==> src/vcbc_pkg.sv <==
package vcbc_pkg;

  // function codes of an input word
  localparam logic [1:0] FUNC_POINT = 2'd0;
  localparam logic [1:0] FUNC_ALL   = 2'd1;
  localparam logic [1:0] FUNC_ANY   = 2'd2;
  localparam logic [1:0] FUNC_NONE  = 2'd3;

  // register indexes
  localparam logic [2:0] REG_APEX_X = 3'd0;
  localparam logic [2:0] REG_APEX_Y = 3'd1;
  localparam logic [2:0] REG_APEX_Z = 3'd2;
  localparam logic [2:0] REG_AXIS_X = 3'd3;
  localparam logic [2:0] REG_AXIS_Y = 3'd4;
  localparam logic [2:0] REG_AXIS_Z = 3'd5;
  localparam logic [2:0] REG_COS    = 3'd6;
  localparam logic [2:0] REG_REACH  = 3'd7;

  localparam int ADDR_W = 5;
  localparam int LAST_CORNER = 7;

  typedef struct packed {
    logic signed [31:0] apex_x;
    logic signed [31:0] apex_y;
    logic signed [31:0] apex_z;
    logic signed [15:0] axis_x;
    logic signed [15:0] axis_y;
    logic signed [15:0] axis_z;
    logic signed [15:0] cos_half_angle;
    logic [30:0]        reach;
  } cfg_t;

  // tags that travel with a corner through the pipe
  typedef struct packed {
    logic [1:0] func;
    logic       first;
    logic       last;
  } tag_t;

  typedef struct packed {
    tag_t               tag;
    logic signed [31:0] x;
    logic signed [31:0] y;
    logic signed [31:0] z;
  } corner_t;

endpackage

==> src/vcbc_accum.sv <==
module vcbc_accum
  import vcbc_pkg::*;
(
  input  logic clk,
  input  logic rst,
  output logic advance,
  input  logic hit_valid,
  input  tag_t hit_tag,
  input  logic hit,
  output logic rsp_valid,
  input  logic rsp_stall,
  output logic verdict
);

  logic acc_all, acc_any;
  logic all_next, any_next;
  logic result;

  assign advance  = !rsp_valid || !rsp_stall;
  assign all_next = hit_tag.first ? hit : (acc_all && hit);
  assign any_next = hit_tag.first ? hit : (acc_any || hit);

  always_comb begin
    case (hit_tag.func)
      FUNC_POINT: result = hit;
      FUNC_ALL:   result = all_next;
      FUNC_ANY:   result = any_next;
      default:    result = 1'b0;
    endcase
  end

  // output word register
  always_ff @(posedge clk) begin
    if (rst) begin
      rsp_valid <= 1'b0;
    end else if (advance) begin
      rsp_valid <= hit_valid && hit_tag.last;
    end
  end

  // per-box fold over the corners
  always_ff @(posedge clk) begin
    if (advance && hit_valid) begin
      acc_all <= all_next;
      acc_any <= any_next;
      if (hit_tag.last) verdict <= result;
    end
  end

endmodule

==> config.mk <==
export PLATFORM = sky130hd
export DESIGN_NAME = vcbc_accum
export DESIGN_NICKNAME = d
export VERILOG_FILES = /design/src/vcbc_pkg.sv /design/src/vcbc_accum.sv
export SDC_FILE = /design/constraint.sdc
export NUM_CORES = 1
export LEC_CHECK = 0
export BUFFER_PORTS_ARGS = -buffer_cell sky130_fd_sc_hd__buf_2
export CAP_MARGIN = 15
export CORE_AREA = 2 2 39 41
export DETAILED_ROUTE_END_ITERATION = 6
export DIE_AREA = 0 0 41 43
export PLACE_DENSITY_LB_ADDON = 0.3
export SYNTH_ARGS = -nofsm -noshare
export SYNTH_HDL_FRONTEND = slang
export SYNTH_SLANG_ARGS = --single-unit
==> constraint.sdc <==
create_clock -name clk -period 1.5 [get_ports clk]
set_input_delay 0.3 -clock clk [delete_from_list [all_inputs] [get_ports clk]]
set_output_delay 0.3 -clock clk [all_outputs]
set_load 0.1 [all_outputs]
# After elaboration in Yosys (flattened, before gate mapping)

Cells that the tools add are included.

Register bits: 4
Output and inout port bits: 3
Word-level logic and storage cells: 18

Equality and inequality tests: 2
Mux-type cells: 3
Reduce and logical (&&, ||, !) cells: 9

Operators with widths:

| operator           | number |
|---|---|
| $logic_and 1x1->1  | 3 |
| $pmux 1 s3         | 1 |
| $eq 2x1->1 const B | 1 |
| $eq 2x2->1 const B | 1 |
| $logic_not 1->1    | 2 |
| $logic_not 2->1    | 1 |
| $logic_or 1x1->1   | 2 |
| $mux 1             | 2 |
| $reduce_and 2->1   | 1 |

# Longest topological paths before layout

Depth in word-level cells: 4
Mapped depth: 2
Depth with buffers taken out: 2

# Least setup slack after synthesis

OpenSTA, ideal clock, no wires.

Path kind: flip-flop to flip-flop
Start: register rsp_valid
End: register acc_all, enable pin
Data arrival time: 2.264 ns
Setup slack: -1.016 ns
Stages on the path, launching flop included: 3
Path buffers: 0
Period minus slack after synthesis: 2.516 ns
Cell sequence: dfxtp_1 -> nand2_1 -> and2_1

Cells in the longest elaborated chain, start to end: 3

RTL lines:

| item                     | RTL line         | text |
|---|---|---|
| start: declaration       | vcbc_accum.sv:10 | `output logic rsp_valid,` |
| start signal: assignment | vcbc_accum.sv:37 | `rsp_valid <= hit_valid && hit_tag.last;` |
| $logic_not 1->1          | vcbc_accum.sv:19 | `assign advance = !rsp_valid \|\| !rsp_stall;` |
| $logic_or 1x1->1         | vcbc_accum.sv:19 |  |
| named net advance        | vcbc_accum.sv:6  | `output logic advance,` |
| $logic_and 1x1->1        | vcbc_accum.sv:43 | `if (advance && hit_valid) begin` |
| end signal: assignment   | vcbc_accum.sv:44 | `acc_all <= all_next;` |
| end: declaration         | vcbc_accum.sv:15 | `logic acc_all, acc_any;` |

The timed path passes the listed nets, and every way through them passes these cells.
A chain may end at the register's enable or synchronous reset.

# Final worst setup path

Start: register rsp_valid
End: output rsp_valid

No word-level cell between the ends.

==> impl_metrics.env <==
export IMPL_crit_buf_inv=1
export IMPL_path_cells="buf_2"
export IMPL_grt_pass1_vias=149
export IMPL_start_util_pct=13.2
export IMPL_cts_setup_buffers=0
export IMPL_final_setup_worst_slack_ps=197
export IMPL_setup_tns_final_ps=0
export IMPL_postCtsHoldBufs=0
export IMPL_syn_area_um2=183
export IMPL_clockRootBuffer="clkbuf_4"
export IMPL_p_per_area_nw_per_um2=1100
export IMPL_drtPass1Iterations=3
export IMPL_wl_um=368
export IMPL_synthDistinctLibCells=10
export IMPL_path_clk_slew_ps=40
export IMPL_cts_sinks=4
export IMPL_core_um2=1380
export IMPL_globalplace_congestion=0.562
export IMPL_path_max_fanout=3
export IMPL_cap_violations=0
export IMPL_htreeDepth=1
export IMPL_cp_arrival_ps=1000
export IMPL_setup_violations=0
export IMPL_synth_fa_ha_area_share_pct=0
export IMPL_grt_max_degree=4
export IMPL_dp_cells=43
export IMPL_syn_nets=25
export IMPL_status="complete, no violations"
export IMPL_avgSynthCellArea_um2=11.4
export IMPL_clock_skew_final_ps=2.73
export IMPL_synth_compound_area_share_pct=19.2
export IMPL_cpMaxStageDelayCell="buf_2"
export IMPL_start_kind="flop"
export IMPL_grt_pass1_wl_um=572
export IMPL_gr_total_overflow=0
export IMPL_hpwl_um=313
export IMPL_finalInstanceArea_um2=310
export IMPL_cts_tree="done"
export IMPL_numCtsBuffers=3
export IMPL_nFillCells=144
export IMPL_io_buffers=11
export IMPL_fin_crit_sh_pct=86.9
export IMPL_fin_cells=47
export IMPL_yosys_warnings=0
export IMPL_gr_usage_all_layers_pct=5.04
export IMPL_crit_path_max_incr_delay_ps=420
export IMPL_critPathTopFamily="buffers and inverters"
export IMPL_ys_ff_latch=4
export IMPL_hp_class="input port to flop"
export IMPL_drc=0
export IMPL_dieArea_um2=1760
export IMPL_die_w_um=41
export IMPL_nets=41
export IMPL_slew_viol_final=0
export IMPL_ir_worst_vdd_uv=446
export IMPL_tightest_slew_ps=483
export IMPL_timing_final_crit_period_ps=1300
export IMPL_diodes=0
export IMPL_cts_repair_resize_count=0
export IMPL_yosys_area_share_simple_pct=14.4
export IMPL_rsz0062_at_grt="no"
export IMPL_fmax_mhz=767
export IMPL_dp_slack_ps=368
export IMPL_yosysSeqAreaShare_pct=60.3
export IMPL_final_util_pct=22.4
export IMPL_required_ps=1200
export IMPL_placed_area_um2=284
export IMPL_synthXorXnorAreaFrac_pct=0
export IMPL_endpoint_kind="primary output"
export IMPL_synth_top_family_by_area="compound AO/OA/AOI/OAI gates"
export IMPL_antenna_found_initial=0
export IMPL_final_antenna_net_count=0
export IMPL_vias=159
export IMPL_syn_instance_count=16
export IMPL_num_rows=14
export IMPL_num_io_pins=12
export IMPL_drive_gt1_share_pct=51.6
export IMPL_drt_iter0_markers=1
export IMPL_flow_area_growth_from_synthesis_pct=69.9
export IMPL_hold_viol=0
export IMPL_insertion_delay_ps=230
export IMPL_slew_headroom_pct=68.0
export IMPL_viasPerCell=3.38
export IMPL_fp_dieH_um=43
export IMPL_clockBufferDepth=2
export IMPL_critPathKind="flop to primary output"
export IMPL_routedWlPerCell_um=7.83
export IMPL_p_leak_uw=0.000154
export IMPL_synth_area_mux_share_pct=0
## final timing paths
kind	from	to	slack (ps)	cells after the start
setup / recovery	rsp_valid	rsp_valid	200	1
hold / removal	rst	rsp_valid	210	2
setup reg to reg	acc_all	verdict	400	2
hold reg to reg	rsp_valid	rsp_valid	510	2
## kinds of logic (layout without fill, tap and decap cells)
group | after synthesis | after routing
simple gates | 4 | 4
buf+inv | 3 | 18
compound gates | 5 | 5
flops | 4 | 4
## stage by stage
step           hold WS, ps  power, uW
3_5_place_dp           453        195
5_1_grt                219        364
4_1_cts                208        349
2_1_floorplan          359        173
3_3_place_gp           453        196
6_report               213        341
## cells in the final DEF (no fill, tap or decap), types with 2 or more instances in the layout
cell	instances
edfxtp_1	3
clkbuf_4	3
a21oi_1	2
inv_1	3
buf_2	10
## cell type report
| cell class | count | area, um2 | share of cell area (%) |
|---|---|---|---|
| flip-flops and latches | 4 | 114 | 36.7 |
| clock buffers | 4 | 26.3 | 8.47 |
| multi-input cells | 9 | 68.8 | 22.2 |
| repair buffers | 11 | 70.1 | 22.6 |
| inverters | 3 | 11.3 | 3.63 |
| well taps | 16 | 20.0 | 6.45 |
## synth_stat cells, drive strengths merged
| cell | instances | area (um2) |
|---|---|---|
| nand2 | 2 | 7.51 |
| a21oi | 2 | 10.0 |
| o21a | 1 | 7.51 |
| inv | 3 | 11.3 |
| dfxtp | 1 | 20.0 |
| a221o | 1 | 10.0 |
| and2 | 1 | 6.26 |
| and4bb | 1 | 12.5 |
| a21o | 1 | 7.51 |
| edfxtp | 3 | 90.1 |
## layer usage
layer / vias up / routed length, um / global-route usage (%)
met5: - / 0 / 0
met4: 0 / 0 / 0
met3: 0 / 71 / 5.24
met2: 12 / 109 / 5.00
met1: 60 / 187 / 7.79
li1: 87 / - / -
## sequential cells by signal, summed over array words and instances (netlist names)
name	count
acc_all	1
acc_any	1
rsp_valid	1
verdict	1
## power breakdown
part           switching [uW]  internal (uW)  total [uW]
clock network            48.2            100         148
registers                3.17            127         130
logic                    41.8           21.2        63.0
No activity file was read; power rests on OpenSTA's default activity.
