<file path="config.mk">
export PLATFORM = sky130hd
export DESIGN_NAME = vcbc_regs
export DESIGN_NICKNAME = d
export VERILOG_FILES = /design/src/vcbc_pkg.sv /design/src/vcbc_regs.sv
export SDC_FILE = /design/constraint.sdc
export NUM_CORES = 1
export LEC_CHECK = 0
export BUFFER_PORTS_ARGS = -buffer_cell sky130_fd_sc_hd__clkbuf_2
export CORE_MARGIN = 2
export CORE_UTILIZATION = 51
export DETAILED_ROUTE_END_ITERATION = 16
export PLACE_DENSITY = 0.86
export SKIP_CTS_REPAIR_TIMING = 1
export SYNTH_ARGS = -nofsm -noshare
export SYNTH_HDL_FRONTEND = slang
export SYNTH_SLANG_ARGS = --single-unit
</file>
<file path="constraint.sdc">
create_clock -name clk -period 2 [get_ports clk]
set_input_delay 0.4 -clock clk [delete_from_list [all_inputs] [get_ports clk]]
set_output_delay 0.4 -clock clk [all_outputs]
set_load 0.05 [all_outputs]
</file>
<file path="src/vcbc_pkg.sv">
package vcbc_pkg;

  // function codes of an input word
  localparam logic [1:0] FUNC_POINT = 2'd0;
  localparam logic [1:0] FUNC_ALL   = 2'd1;
  localparam logic [1:0] FUNC_ANY   = 2'd2;
  localparam logic [1:0] FUNC_NONE  = 2'd3;

  // register indexes
  localparam logic [2:0] REG_APEX_X = 3'd0;
  localparam logic [2:0] REG_APEX_Y = 3'd1;
  localparam logic [2:0] REG_APEX_Z = 3'd2;
  localparam logic [2:0] REG_AXIS_X = 3'd3;
  localparam logic [2:0] REG_AXIS_Y = 3'd4;
  localparam logic [2:0] REG_AXIS_Z = 3'd5;
  localparam logic [2:0] REG_COS    = 3'd6;
  localparam logic [2:0] REG_REACH  = 3'd7;

  localparam int ADDR_W = 5;
  localparam int LAST_CORNER = 7;

  typedef struct packed {
    logic signed [31:0] apex_x;
    logic signed [31:0] apex_y;
    logic signed [31:0] apex_z;
    logic signed [15:0] axis_x;
    logic signed [15:0] axis_y;
    logic signed [15:0] axis_z;
    logic signed [15:0] cos_half_angle;
    logic [30:0]        reach;
  } cfg_t;

  // tags that travel with a corner through the pipe
  typedef struct packed {
    logic [1:0] func;
    logic       first;
    logic       last;
  } tag_t;

  typedef struct packed {
    tag_t               tag;
    logic signed [31:0] x;
    logic signed [31:0] y;
    logic signed [31:0] z;
  } corner_t;

endpackage

</file>
<file path="src/vcbc_regs.sv">
module vcbc_regs
  import vcbc_pkg::*;
(
  input  logic              clk,
  input  logic              rst,
  input  logic              psel,
  input  logic              penable,
  input  logic              pwrite,
  input  logic [ADDR_W-1:0] paddr,
  input  logic [31:0]       pwdata,
  output logic [31:0]       prdata,
  output logic              pready,
  output cfg_t              cfg
);

  logic       wr;
  logic [2:0] idx;

  assign pready = 1'b1;
  assign wr     = psel && penable && pwrite;
  assign idx    = paddr[4:2];

  // register writes
  always_ff @(posedge clk) begin
    if (rst) begin
      cfg.apex_x         <= '0;
      cfg.apex_y         <= '0;
      cfg.apex_z         <= '0;
      cfg.axis_x         <= '0;
      cfg.axis_y         <= '0;
      cfg.axis_z         <= 16'sd16384;
      cfg.cos_half_angle <= 16'sd11585;
      cfg.reach          <= 31'd65536000;
    end else if (wr) begin
      case (idx)
        REG_APEX_X: cfg.apex_x         <= pwdata;
        REG_APEX_Y: cfg.apex_y         <= pwdata;
        REG_APEX_Z: cfg.apex_z         <= pwdata;
        REG_AXIS_X: cfg.axis_x         <= pwdata[15:0];
        REG_AXIS_Y: cfg.axis_y         <= pwdata[15:0];
        REG_AXIS_Z: cfg.axis_z         <= pwdata[15:0];
        REG_COS:    cfg.cos_half_angle <= pwdata[15:0];
        REG_REACH:  cfg.reach          <= pwdata[30:0];
        default: ;
      endcase
    end
  end

  // read back
  always_comb begin
    case (idx)
      REG_APEX_X: prdata = cfg.apex_x;
      REG_APEX_Y: prdata = cfg.apex_y;
      REG_APEX_Z: prdata = cfg.apex_z;
      REG_AXIS_X: prdata = {16'd0, cfg.axis_x};
      REG_AXIS_Y: prdata = {16'd0, cfg.axis_y};
      REG_AXIS_Z: prdata = {16'd0, cfg.axis_z};
      REG_COS:    prdata = {16'd0, cfg.cos_half_angle};
      REG_REACH:  prdata = {1'b0, cfg.reach};
      default:    prdata = '0;
    endcase
  end

endmodule

</file>
# Word-level counts from Yosys, hierarchy flattened
# Index checks and enable logic that the tools add are counted.
dict set report classes {
  n_mux 1
  reduce_logical 11
  n_eq_ne 7
}
# op count
set ops {}
lappend ops {{$pmux 32 s8} 1}
lappend ops {{$reduce_and 2->1} 8}
lappend ops {{$eq 3x3->1 const B} 4}
lappend ops {{$eq 3x2->1 const B} 2}
lappend ops {{$eq 3x1->1 const B} 1}
lappend ops {{$logic_not 3->1} 1}
lappend ops {{$logic_and 1x1->1} 2}
dict set report word_totals {
  output_inout_bits 224
  inputBits 42
  regBits 191
  elab_cells 27
}

# Longest topological paths before layout
dict set report logic_depth {
  word_depth 3
  depth_mapped 7
  mapped_depth_nobuf 4
}

# Least setup slack after synthesis
# OpenSTA, ideal clock, no wires.
dict set report synth_timing {
  path_type {input to output}
  startpoint {input paddr[3]}
  endpoint {output prdata[16]}
  path_slack_ps -403
  t_required_ps 1600
  path_buffers 2
  stages 6
  t_arrival_ps 2003
  path_cell_list {buf_4 > inv_1 > clkbuf_1 > o21ai_0 > a21o_1 > a21oi_1}
}
dict set report synth_via {
  elab_chain_cells 2
  word_cells_on_any_way 9
  cone_classes {7 x eq/ne; 1 x mux; 1 x reduce/logical}
}
# item line_no
set synth_lines {}
lappend synth_lines {{from (decl)} vcbc_regs.sv:9} ;# input logic [ADDR_W-1:0] paddr,
lappend synth_lines {{$eq 3x3->1 (tied with other cells)} vcbc_regs.sv:51} ;# case (idx)
lappend synth_lines {{$pmux 32 s8 *} vcbc_regs.sv:51}
lappend synth_lines {{to (decl)} vcbc_regs.sv:11} ;# output logic [31:0] prdata,
# Every way passes the cells marked *; elsewhere a longest branch is shown, timed or not.

# Worst setup path after layout
dict set report layout_timing {
  startpoint {input paddr[3]}
  endpoint {output prdata[0]}
}
# The elaborated chain is that of the path after synthesis.

==> implementation parameters <==
Parameter                              Value

STA
  Worst clock skew    0 ps
  Fraction of the cycle the final worst path needs    1.154
  Setup violators final    31
  Final critical-path required period    2308 ps
  Final setup margin    -308.3 ps
  Hold Fails Final Rpt    0
  Least-Margin Pin Slew    809.4 ps
  Max-slew headroom    0.4604
  Setup repair after global routing missed its margin    true
  Max-slew violation total from the final report    0
  Fmax achieved    433.2 MHz

Drt
  Average routed wire per standard cell    19.76 um
  Violation count after the first detailed-route iteration    890
  Post-detailed-route via-to-cell ratio    5.850
  Count of nets left with antenna violations after detail routing    0
  Count of vias placed by the detailed router    9377
  Detailed Routing Iterations Pass 1    6
  Final wirelength    31680 um
  DRC    0

Final layout
  Area delta synth->final    41.12%
  Storage cell area    3826 um2
  Number of nets in the layout    1417
  Top register by number of flip-flops    cfg
  Diode count    0
  Post-route core utilization    0.7404
  Flip-flop count of the largest register after layout    191
  Share of layout cells above drive strength 1    0.3381
  Area occupied by multi-input gates    4486 um2
  Registers with the most flip-flops    cfg x191
  FILL cells    1123

Power
  Worst vdd rail ir drop    0.6408 mV
  Power Density    733.9 nW/um2
  Power Total    8.663 mW
  Static leakage power    4.784 nW

Worst setup path
  Setup slack on the worst flop-to-flop path    1150 ps
  Data arrival time at the worst-slack endpoint    1910 ps
  Reg-to-reg endpoint    cfg[87]
  Reg2reg start    cfg[87]
  Nature of the critical path startpoint    input port
  Required arrival time at the worst endpoint    1600 ps
  Critical Path Fanout Max    7
  Critical Path End Type    primary output
  Number of cells traversed by the worst register-to-register path    2
  Critical Setup Path Class    in -> out

Logic synthesis
  Cell type with the highest aggregate area in the netlist    sky130_fd_sc_hd__dfxtp_1
  Post-synthesis instance area    8364 um2
  Synth Area per Inst    7.488 um2
  Area contributors post-synth    sky130_fd_sc_hd__dfxtp_1 (46%), sky130_fd_sc_hd__nand2_1 (18%), sky130_fd_sc_hd__a21oi_1 (12%), sky130_fd_sc_hd__a221oi_1 (2.5%), sky130_fd_sc_hd__clkbuf_1 (2.3%)
  Syn Nets    1159
  Library cell with the highest instance count after synthesis    sky130_fd_sc_hd__nand2_1
  Share of synthesized registers carrying an async set or reset    0
  Syn Inst Count    1117
  EDFF count, synth    0
  Post-synthesis register bit count    191
  Fraction of post-synthesis cell area in the top cell type by area    0.4571
  Leading post-synthesis cells by instance count    sky130_fd_sc_hd__nand2_1 (403), sky130_fd_sc_hd__a21oi_1 (197), sky130_fd_sc_hd__dfxtp_1 (191)
  Synth Warn #    0
  Top flip-flop cell by instance count after synthesis    sky130_fd_sc_hd__dfxtp_1
  Sequential element share of the synthesized area    0.4571
  Number of distinct library cells after synthesis    32

Placement
  Port Buffer Count    262
  Pre-CTS WS    -607.0 ps
  DP HPWL    20770 um
  Routability cong.    0.9067

Clocking
  Total number of clock tree sinks    191
  Insertion delay of the later-clocked pin in the worst-skew pair    440 ps
  H-tree levels    4
  Clock tree from TritonCTS    built
  Inserted Clock Buffers    17
  Worst-path clk slew    70 ps
  CTS Root Cell    sky130_fd_sc_hd__clkbuf_16
  Bufs on Longest Clock Path    2

Floorplanning
  Floorplan Core Area    15940 um2
  Ports placed on the boundary    266
  Die span in x    132.1 um
  Effective utilization at floorplan    0.5246
  Row cnt    46
  Height of the die    132.1 um
  Overall die area    17440 um2

Hold path
  Min-delay worst type    in -> reg
  End of the worst hold path    cfg[149]
  Start point of the worst min-delay path    pwdata[22]
  Cell depth of the worst min-delay path    3

GRT
  All-layer global routing usage    0.3455
  Aggregate global routing overflow    0
  Antenna violations before repair    0
  Largest net degree at the start of global routing    50
  Number of global-route vias before repair    8859
  Global-route wire length before repair    47950 um

Run status
  Failing checks    negative setup slack
  Outcome    complete, but fails checks

Run
  Maximum capacitance violations    0
metrics by stage:
stage | hold WS, ps | instance area [um2] | cells | setup TNS (ps)
after floorplan | 520.8 | 8795 | 1117 | -54.05
after global placement | 454.7 | 10700 | 1560 | -12960
after detailed placement | 458.3 | 10700 | 1560 | -15280
after CTS | 204.0 | 11340 | 1591 | -11550
after global routing | 224.7 | 11800 | 1603 | -8570
final | 222.5 | 11800 | 1603 | -6989
critical path, stage by stage:
cell and delay, ps:
sky130_fd_sc_hd__buf_8 100, sky130_fd_sc_hd__buf_8 130, sky130_fd_sc_hd__buf_12 140, sky130_fd_sc_hd__buf_8 140
sky130_fd_sc_hd__mux2_4 290, sky130_fd_sc_hd__a22o_1 190, sky130_fd_sc_hd__a221oi_2 310, sky130_fd_sc_hd__nor2_4 60
sky130_fd_sc_hd__buf_12 150
kinds of logic (layout without fill, tap and decap cells):
group	Yosys count	after routing	share of synthesized area
compound gates	284	284	0.1919
buf+inv	122	392	0.06926
flops	191	191	0.4571
mux	33	33	0.04727
other cells	1	1	0.0004483
simple gates	486	486	0.2340
worst max path at each step:
stage | start | slack, ps | endpoint | cells past startpoint
2_1_floorplan | paddr[3] | -20 | prdata[1] | 7
3_3_place_gp | paddr[3] | -570 | prdata[15] | 7
3_5_place_dp | paddr[3] | -610 | prdata[4] | 7
4_1_cts | paddr[3] | -650 | prdata[4] | 7
5_1_grt | paddr[3] | -350 | prdata[24] | 10
6_report | paddr[3] | -310 | prdata[0] | 9
placed cells by master, fill, tap and decap left out, drive strengths merged:
cell	count
bufinv	5
nor3b	1
nor3	2
nand2	403
a21o	15
conb	1
mux2i	17
or3	3
a22o	12
mux4	4
clkinvlp	2
a221oi	24
inv	14
o21ai	31
a211oi	1
nand4b	1
or2	5
a21oi	197
nor2b	1
dfxtp	191
nand3b	13
clkinv	4
nand4	1
o211ai	3
buf	119
clkbuf	248
mux2	12
nand2b	2
a31oi	1
nor2	54
layout make-up:
cell class	count	area share
multi-input cells	804	0.3800
flip-flops and latches	191	0.3241
repair buffers	347	0.2146
clock buffers	20	0.03784
well taps	216	0.02290
clock inverters	11	0.01601
inverters	14	0.004452
where the power goes:
part	switching (mW)	internal [mW]	total [mW]
Clock	1.46	2.24	3.70
Combinational	0.715	0.390	1.11
Sequential	0.0279	3.83	3.86
Total	2.20	6.46	8.66
metal layers:
metal,vias up,wire (um),track usage
met2,657,15190,0.5660
met3,110,3580,0.08035
li1,4211,-,-
met1,4399,11610,0.4243
met4,0,1303,0.1800
met5,-,0,0
No activity file was read; power rests on OpenSTA's default activity.
