--- config.mk ---
export PLATFORM = sky130hd
export DESIGN_NAME = vcbc_seq
export DESIGN_NICKNAME = d
export VERILOG_FILES = /design/src/vcbc_pkg.sv /design/src/vcbc_seq.sv
export SDC_FILE = /design/constraint.sdc
export NUM_CORES = 1
export LEC_CHECK = 0
export BUFFER_PORTS_ARGS = -buffer_cell sky130_fd_sc_hd__buf_2
export CORE_MARGIN = 2
export CORE_UTILIZATION = 35
export CTS_BUF_LIST = sky130_fd_sc_hd__clkbuf_2
export DETAILED_ROUTE_END_ITERATION = 12
export PLACE_DENSITY_LB_ADDON = 0.12
export SLEW_MARGIN = 25
export SYNTH_ARGS = -nofsm -noshare
export SYNTH_HDL_FRONTEND = slang
export SYNTH_SLANG_ARGS = --single-unit
export TNS_END_PERCENT = 1
--- constraint.sdc ---
create_clock -name clk -period 19.3 [get_ports clk]
set_input_delay 3.86 -clock clk [delete_from_list [all_inputs] [get_ports clk]]
set_output_delay 3.86 -clock clk [all_outputs]
set_load 0.02 [all_outputs]
--- src/vcbc_pkg.sv ---
package vcbc_pkg;

  // function codes of an input word
  localparam logic [1:0] FUNC_POINT = 2'd0;
  localparam logic [1:0] FUNC_ALL   = 2'd1;
  localparam logic [1:0] FUNC_ANY   = 2'd2;
  localparam logic [1:0] FUNC_NONE  = 2'd3;

  // register indexes
  localparam logic [2:0] REG_APEX_X = 3'd0;
  localparam logic [2:0] REG_APEX_Y = 3'd1;
  localparam logic [2:0] REG_APEX_Z = 3'd2;
  localparam logic [2:0] REG_AXIS_X = 3'd3;
  localparam logic [2:0] REG_AXIS_Y = 3'd4;
  localparam logic [2:0] REG_AXIS_Z = 3'd5;
  localparam logic [2:0] REG_COS    = 3'd6;
  localparam logic [2:0] REG_REACH  = 3'd7;

  localparam int ADDR_W = 5;
  localparam int LAST_CORNER = 7;

  typedef struct packed {
    logic signed [31:0] apex_x;
    logic signed [31:0] apex_y;
    logic signed [31:0] apex_z;
    logic signed [15:0] axis_x;
    logic signed [15:0] axis_y;
    logic signed [15:0] axis_z;
    logic signed [15:0] cos_half_angle;
    logic [30:0]        reach;
  } cfg_t;

  // tags that travel with a corner through the pipe
  typedef struct packed {
    logic [1:0] func;
    logic       first;
    logic       last;
  } tag_t;

  typedef struct packed {
    tag_t               tag;
    logic signed [31:0] x;
    logic signed [31:0] y;
    logic signed [31:0] z;
  } corner_t;

endpackage

--- src/vcbc_seq.sv ---
module vcbc_seq
  import vcbc_pkg::*;
(
  input  logic               clk,
  input  logic               rst,
  input  logic               advance,
  input  logic               req_valid,
  output logic               req_stall,
  input  logic [1:0]         func,
  input  logic signed [31:0] min_x,
  input  logic signed [31:0] min_y,
  input  logic signed [31:0] min_z,
  input  logic signed [31:0] max_x,
  input  logic signed [31:0] max_y,
  input  logic signed [31:0] max_z,
  output logic               crn_valid,
  output corner_t            crn
);

  logic               busy;
  logic [2:0]         cnt;
  logic [1:0]         h_func;
  logic signed [31:0] lo_x, lo_y, lo_z, hi_x, hi_y, hi_z;
  logic               last_issue;
  logic               take;
  logic               single;

  assign single     = (h_func == FUNC_POINT) || (h_func == FUNC_NONE);
  assign last_issue = busy && (single || cnt == 3'(LAST_CORNER));
  assign req_stall  = !(advance && (!busy || last_issue));
  assign take       = req_valid && !req_stall;

  // control: one corner per advancing cycle
  always_ff @(posedge clk) begin
    if (rst) begin
      busy      <= 1'b0;
      cnt       <= '0;
      crn_valid <= 1'b0;
    end else if (advance) begin
      crn_valid <= busy;
      if (take) begin
        busy <= 1'b1;
        cnt  <= '0;
      end else if (busy) begin
        cnt <= cnt + 3'd1;
        if (last_issue) busy <= 1'b0;
      end
    end
  end

  // word hold and corner selection
  always_ff @(posedge clk) begin
    if (take) begin
      h_func <= func;
      lo_x <= min_x; lo_y <= min_y; lo_z <= min_z;
      hi_x <= max_x; hi_y <= max_y; hi_z <= max_z;
    end
    if (advance) begin
      crn.tag.func  <= h_func;
      crn.tag.first <= (cnt == 3'd0);
      crn.tag.last  <= last_issue;
      crn.x <= cnt[0] ? hi_x : lo_x;
      crn.y <= cnt[1] ? hi_y : lo_y;
      crn.z <= cnt[2] ? hi_z : lo_z;
    end
  end

endmodule

Word level (Yosys, flattened, before mapping):

Index checks and enable logic that the tools add are counted.

* output and inout bits: 102
* register bits after elaboration: 299

* reduce and logical (&&, ||, !) cells: 12
* add/subtract/negate cells: 1
* equality and inequality tests: 2
* mux-type cells: 8

Operators with widths (count)
* two-way mux 32 bit: 3
* two-way mux 3 bit: 2
* adder 3 x 1 -> 3 bit, second input constant: 1
* equality test 3 bit, second input constant: 1
* logical AND 1 bit: 3
* logical NOT 3 bit: 1
* logical OR 1 bit: 3
* two-way mux 1 bit: 3
* equality test 2 bit, second input constant: 1
* logical NOT 1 bit: 2
* logical NOT 2 bit: 1
* AND reduction 2 bit: 1
* nonzero test 2 bit: 1

Logic depth before layout (Yosys ltp):

Gate-level depths: netlist (run 1).

* depth after elaboration: 9
* gate-level depth with buffers: 7

Worst setup path before layout (run 1):

No wires, ideal clock.

* path kind: input port to flip-flop
* from: in advance
* to: reg h_func[0], enable pin
* slack: 4.711 ns
* arrival time: 13.725 ns
* stages on the path: 3
* library setup time: 0.864 ns
* data required time: 18.436 ns
* cell sequence: clkbuf_2 > nand2_1 > a31oi_1

* word-level cells in the longest chain between the ends: 2

Ends and longest elaborated chain
* from (decl): line vcbc_seq.sv:6 `input logic advance,`
* logical AND 1 bit: line vcbc_seq.sv:30 `assign req_stall = !(advance && (!busy || last_issue));`
* logical AND 1 bit: line vcbc_seq.sv:31 `assign take = req_valid && !req_stall;`
* named net take: line vcbc_seq.sv:25 `logic take;`
* to (signal assigned): line vcbc_seq.sv:54 `h_func <= func;`
* to (decl): line vcbc_seq.sv:22 `logic [1:0] h_func;`

The timed path passes the listed nets, and every way through them passes these cells.
A chain may end at the register's enable or synchronous reset.

Worst setup path in the final report (run 1):

* from: in advance
* to: out req_stall

* word-level cells in the longest chain between the ends: 2

Ends and longest elaborated chain
* logical AND 1 bit: line vcbc_seq.sv:30
* logical NOT 1 bit: line vcbc_seq.sv:30
* to (decl): line vcbc_seq.sv:8 `output logic req_stall,`

No other way between the ends.

==> summary.txt, run 1 <==
Placement
  • Cell Count Post-Placement: 1,115
  • Area after DPL: 0.0123 mm²
  • Place WS: 10.42 ns
  • RePlAce Congestion: 0.732
  • IO buf count: 299
  • Post-DP HPWL: 14,200 µm

Layout
  • Area Overhead vs Synth: 25.8%
  • Finished Cell Area: 0.0130 mm²
  • Most common cell after layout, fill and taps aside: buf_2
  • # nets final: 1,014
  • Fill count: 2,676
  • Final std cells w/o fill: 1,254
  • Most frequent cells in the layout: buf_2, edfxtp_1, clkbuf_2
  • Multi-input gate area: 0.00130 mm²
  • Register area: 0.00893 mm²
  • Share of layout cells above drive strength 1: 61.6%

Logic synthesis
  • Ys Warns: 0
  • Sequential area share after synthesis: 86.6%
  • EDFF count, synth: 294
  • Mapped Cells: 440
  • Synth Cell Area: 0.0103 mm²
  • Post-Synth Adder-Cell Area: 0.364%
  • Largest family of logic cells by synthesized area: multiplexers
  • XOR/XNOR Fraction of Synth Area: 0.158%
  • Primary FF master, synth: edfxtp_1
  • Async SR Flop Fraction: 0%
  • Synth unique cells: 23
  • Compound-Gate Fraction of Synth Area: 0.910%
  • Post-synthesis mux area share: 10.5%
  • Average size of a mapped cell: 23.4 µm²
  • Synth Area in Simple Gates: 0.558%
  • Syn Nets: 641
  • Synth Register Bits: 299

Clock tree
  • CTS Buffer Depth: 3
  • Hold_buf cts: 0
  • Clock Tree Root: clkbuf_2
  • CTS Sinks: 299
  • Clock-pin slew on the worst setup and hold paths: 0.09 ns
  • TritonCTS buffer count: 80
  • Postcts setup bufs: 0
  • Clock latency on the worst-skew pair: 0.83 ns
  • H-Tree Depth: 3
  • CTS tree: yes
  • CTS resizes: 0

Timing
  • Min Tclk post-route: 8.84 ns
  • Final Hold Vio Count: 0
  • Clk_skew: 0.0795 ns
  • Max-slew violation count: 0
  • RSZ-0062 raised after global routing: false
  • Setup ws final: 10.46 ns
  • Final setup viols: 0
  • Worst Tran Pin Value: 0.923 ns
  • Setup TNS: 0 ns
  • Fin crit share: 45.8%
  • Rel. slew slack: 38.5%
  • F_max: 113 MHz

Die
  • Starting Density: 35.7%
  • IO Pins: 300
  • Die area: 0.0309 mm²
  • Core area: 0.0289 mm²
  • Die width: 176 µm
  • Die height: 176 µm
  • Row count: 62

Critical path
  • Setup crit end kind: output port
  • CP arrival: 4.98 ns
  • CP max FO: 56
  • Critical path startpoint category: input port
  • WS Path Type: input port to output port
  • Req. time, crit path: 15.44 ns

Run status
  • Status: finished clean

Flow run
  • Maxcap violations: 0

Global route
  • Routing usage on met1: 16.2%
  • GR Overflow Total: 0
  • All-Layer GR Usage: 14.1%
  • GR Util met3: 4.83%
  • Initial antenna violation count: 6
  • First-pass GRT wire length: 32,500 µm
  • Vias in the first global route: 5,999
  • Met2 usage: 23.4%
  • Largest net degree at the start of global routing: 83
  • Busiest grt layer: met2

Power and ir drop
  • Leak pwr: 0.00500 µW
  • Maximum VDD drop: 0.0429 mV
  • Power Density: 96.5 mW/mm²
  • Design Power: 1250 µW

Route
  • Mean routed wirelength per cell: 17.5 µm
  • Post-route DRC: 0
  • DR vias: 5,510
  • WL final: 21,900 µm
  • DRT iter0 DRCs: 254
  • Antenna-violating nets left: 0
  • Vias per Instance: 4.39
  • DRT Pass-1 Iters: 5

Hold path
  • Worst Hold Class: register to register
-- registers in the layout (all words and copies together) (netlist names) --
| register | flops |
|---|---|
| crn_valid | 1 |
| h_func | 2 |
| busy | 1 |
| lo_y | 32 |
| cnt | 3 |
| hi_y | 32 |
| crn | 100 |
| lo_z | 32 |
| lo_x | 32 |
| hi_x | 32 |
| hi_z | 32 |
-- layer usage --
metal	routed length, µm	share of wire, %	vias to the layer above
met5	0	0	-
met4	642	2.9	0
met3	1660	7.6	55
met2	11100	51	245
met1	8520	39	2655
li1	-	-	2555
-- cells in the mapped netlist, types with 2 or more instances --
library cell	number	share of area [%]
dfxtp_1	5	0.97
a21oi_1	6	0.29
nand2_1	2	0.073
ha_1	3	0.36
buf_4	6	0.44
nand3b_1	2	0.15
mux2_2	96	10
edfxtp_1	294	86
nand3_1	2	0.097
buf_2	6	0.29
o21ai_0	2	0.097
inv_1	5	0.18
-- cell families after synthesis --
| family | Yosys count |
|---|---|
| buf+inv | 18 |
| mux | 96 |
| simple gates | 10 |
| flops | 299 |
| xor+xnor | 1 |
| compound gates | 13 |
| fa+ha+maj | 3 |
-- worst paths after layout --
check	from	endpoint	slack [ns]	cells after the start
worst min register to register	crn_valid$_SDFFE_PP0P_	crn_valid$_SDFFE_PP0P_	0.49	2
worst max-delay path	advance	req_stall	10.46	3
worst max register to register	cnt[2]$_SDFFE_PP0P_	lo_y[14]$_DFFE_PP_	15.91	5
worst min-delay path	crn_valid$_SDFFE_PP0P_	crn_valid$_SDFFE_PP0P_	0.49	2
-- worst max-delay path, cell delays in order --
cell	delay, ns
buf_4	0.60
o21ai_0	0.26
buf_2	0.23
-- report_power, final --
group / internal, µW / switching, µW / total [µW] / leakage, µW
combinational: 30.0 / 43.0 / 73.0 / 0.00163
sequential: 748 / 8.29 / 756 / 0.00283
clock: 176 / 247 / 423 / 0.000538
total: 954 / 298 / 1250 / 0.00500
-- per-stage QoR --
step                      hold slack (ns)  utilization, %
after floorplan                     0.486               -
after global placement              0.465            42.5
after detailed placement            0.473            42.5
after CTS                           0.478            44.9
after global routing                0.514            44.9
final                               0.486            45.0
-- area by class of cell --
cell class	instances	share of cell area, %
diodes	6	0.116
clock buffers	120	4.63
clock inverters	13	0.656
inverters	5	0.145
multi-input cells	123	10.0
flip-flops and latches	299	68.9
well taps	384	3.70
repair buffers	304	11.9
No activity file was read; power rests on OpenSTA's default activity.
==> run 2: changes to the inputs <==
Settings changed: ABC_AREA set to 1.
Clock period 19.3 ns to 8.66 ns, I/O delays scaled along.
==> summary.txt, run 2 <==
Run status
  • Status: finished clean

Route
  • WL final: 21,900 µm
  • DRT iter0 DRCs: 234
  • Mean routed wirelength per cell: 15.6 µm
  • Vias per Instance: 4.22
  • Post-route DRC: 0
  • DR vias: 5,915
  • Antenna-violating nets left: 0
  • DRT Pass-1 Iters: 4

Logic synthesis
  • Synth Cell Area: 0.0104 mm²
  • Synth top area cells: edfxtp_1, nand2_1, mux2_4
  • Mapped Cells: 576
  • Async SR Flop Fraction: 0%
  • Most frequent cell after synthesis: edfxtp_1
  • Primary FF master, synth: edfxtp_1
  • Synth top area share: 84.5%
  • Average size of a mapped cell: 18.1 µm²
  • Leading area contributor after synthesis: edfxtp_1
  • Synth Register Bits: 299
  • Commonest cells post-synth: edfxtp_1, nand2_1, mux2_4
  • Syn Nets: 777
  • Synth unique cells: 21
  • Ys Warns: 0
  • EDFF count, synth: 294
  • Sequential area share after synthesis: 85.5%

Power and ir drop
  • Switch share: 24.9%
  • P_sw: 716 µW
  • Gate power share: 6.7%
  • Maximum VDD drop: 0.111 mV
  • Internal power: 2160 µW
  • Part of the power in registers: 58.8%
  • Leak pwr: 0.00545 µW
  • Power Density: 219 mW/mm²
  • Clock power frac: 34.5%

Placement
  • Place WS: 3.94 ns
  • IO buf count: 299
  • Post-DP HPWL: 13,900 µm
  • Cell Count Post-Placement: 1,252
  • RePlAce Congestion: 0.722

Critical path
  • Setup crit end kind: output port
  • Reg-to-reg critical path endpoint: hi_y[25]$_DFFE_PP_
  • Req. time, crit path: 6.93 ns
  • CP max FO: 49
  • Critical path startpoint category: input port
  • Reg2reg setup slack: 5.28 ns
  • Worst Reg-to-Reg Cells: 8
  • Reg2reg start: cnt[1]$_SDFFE_PP0P_
  • CP arrival: 2.65 ns
  • WS Path Type: input port to output port

Clock tree
  • Clock Tree Root: clkbuf_2
  • Clock latency on the worst-skew pair: 0.87 ns
  • CTS Sinks: 299
  • H-Tree Depth: 3
  • TritonCTS buffer count: 81
  • Hold_buf cts: 0
  • CTS tree: yes
  • CTS Buffer Depth: 3
  • Postcts setup bufs: 0
  • CTS resizes: 0
  • Clock-pin slew on the worst setup and hold paths: 0.10 ns

Layout
  • Most frequent cells in the layout: buf_2, edfxtp_1, nand2_1
  • Share of layout cells above drive strength 1: 46.1%
  • Most flops, register: crn
  • Most common cell after layout, fill and taps aside: buf_2
  • Largest register FFs: 100
  • # nets final: 1,146
  • Area Overhead vs Synth: 25.4%
  • Final std cells w/o fill: 1,401

Global route
  • Initial antenna violation count: 10
  • GR Util met3: 8.12%
  • Largest net degree at the start of global routing: 125
  • First-pass GRT wire length: 32,900 µm
  • Vias in the first global route: 6,099
  • Routing usage on met1: 15.8%
  • Busiest grt layer: met2
  • All-Layer GR Usage: 14.0%
  • Met2 usage: 22.0%
  • GR Overflow Total: 0

Timing
  • Setup TNS: 0 ns
  • Max-slew violation count: 0
  • F_max: 228 MHz
  • Final setup viols: 0
  • Rel. slew slack: 39.1%
  • Worst Tran Pin Value: 0.914 ns
  • Setup ws final: 4.28 ns
  • Min Tclk post-route: 4.38 ns
  • Hold Worst Slack: 0.471 ns
  • Final Hold Vio Count: 0
  • Clk_skew: 0.0946 ns
  • RSZ-0062 raised after global routing: false
  • Fin crit share: 50.5%

Die
  • Die area: 0.0312 mm²
  • Die height: 177 µm
  • Row count: 63
  • Core area: 0.0295 mm²
  • IO Pins: 300
  • Starting Density: 35.4%
  • Die width: 177 µm

Hold path
  • Worst hold endpoint: crn[50]$_DFFE_PP_
  • WHS Path Cells: 2
  • Worst Hold Class: register to register
  • Hold path start: lo_y[18]$_DFFE_PP_

Flow run
  • Maxcap violations: 0
run 2: cell count changes in the layout (fill, tap and decap cells not counted), moves of 2 or more:
cell | before | now
a21oi_1 | 6 | 3
nor2_1 | 0 | 4
nand2_1 | 2 | 198
inv_2 | 1 | 4
clkinv_1 | 8 | 23
mux2_4 | 0 | 28
mux2_2 | 96 | 4
inv_6 | 0 | 3
nand3b_1 | 2 | 0
clkbuf_2 | 120 | 111
run 2: layout make-up:
cell class | instances | area [µm²]
repair buffers | 304 | 1540
flip-flops and latches | 299 | 8930
clock inverters | 32 | 195
clock buffers | 111 | 556
inverters | 10 | 45.0
diodes | 6 | 15.0
well taps | 390 | 488
fillers | 2774 | 16400
multi-input cells | 249 | 1340
run 2: cells by family (layout without fill, tap and decap cells):
family / count (synthesis) / in the layout / share of synthesized area [%]
other cells: 0 / 6 / 0
mux: 32 / 32 / 4.46
compound gates: 7 / 7 / 0.407
simple gates: 207 / 207 / 7.56
buf+inv: 28 / 457 / 1.74
fa+ha+maj: 3 / 3 / 0.359
flops: 299 / 299 / 85.5
run 2: through the flow:
stage / util (%) / power [µW] / instance area [µm²]
floorplan: - / 1820 / 10400
global placement: 41.8 / 1920 / 12300
detailed placement: 41.8 / 1920 / 12300
CTS: 44.4 / 2940 / 13100
global route: 44.4 / 3040 / 13100
finish: 44.4 / 2870 / 13100
run 2: routing by layer:
metal  vias to the layer above  wire length [µm]
li1                       2884                 -
met1                      2700              8420
met2                       264             10300
met3                        55              2720
met4                        12               408
met5                         -                60
run 2: how the worst max path moves through the flow:
stage / startpoint / end / slack (ns) / cells after the start
final: advance / req_stall / 4.28 / 3
after detailed placement: advance / hi_x[7]$_DFFE_PP_ / 3.94 / 4
after global placement: advance / hi_x[6]$_DFFE_PP_ / 3.97 / 4
after global routing: advance / req_stall / 4.17 / 3
after floorplan: req_valid / h_func[0]$_DFFE_PP_ / 2.53 / 2
after CTS: advance / req_stall / 4.24 / 3
run 2: power groups by stage:
stage / Sequential [µW] / Combinational [µW] / Clock [µW]
global route: 1700 / 215 / 1130
detailed placement: 1720 / 199 / 0
floorplan: 1770 / 54.7 / 0
CTS: 1690 / 199 / 1050
global placement: 1720 / 197 / 0
finish: 1690 / 193 / 990
run 2: worst max-delay path: stages:
cell and delay (ns):
buf_4 0.52, nand2_1 0.14, buf_2 0.20
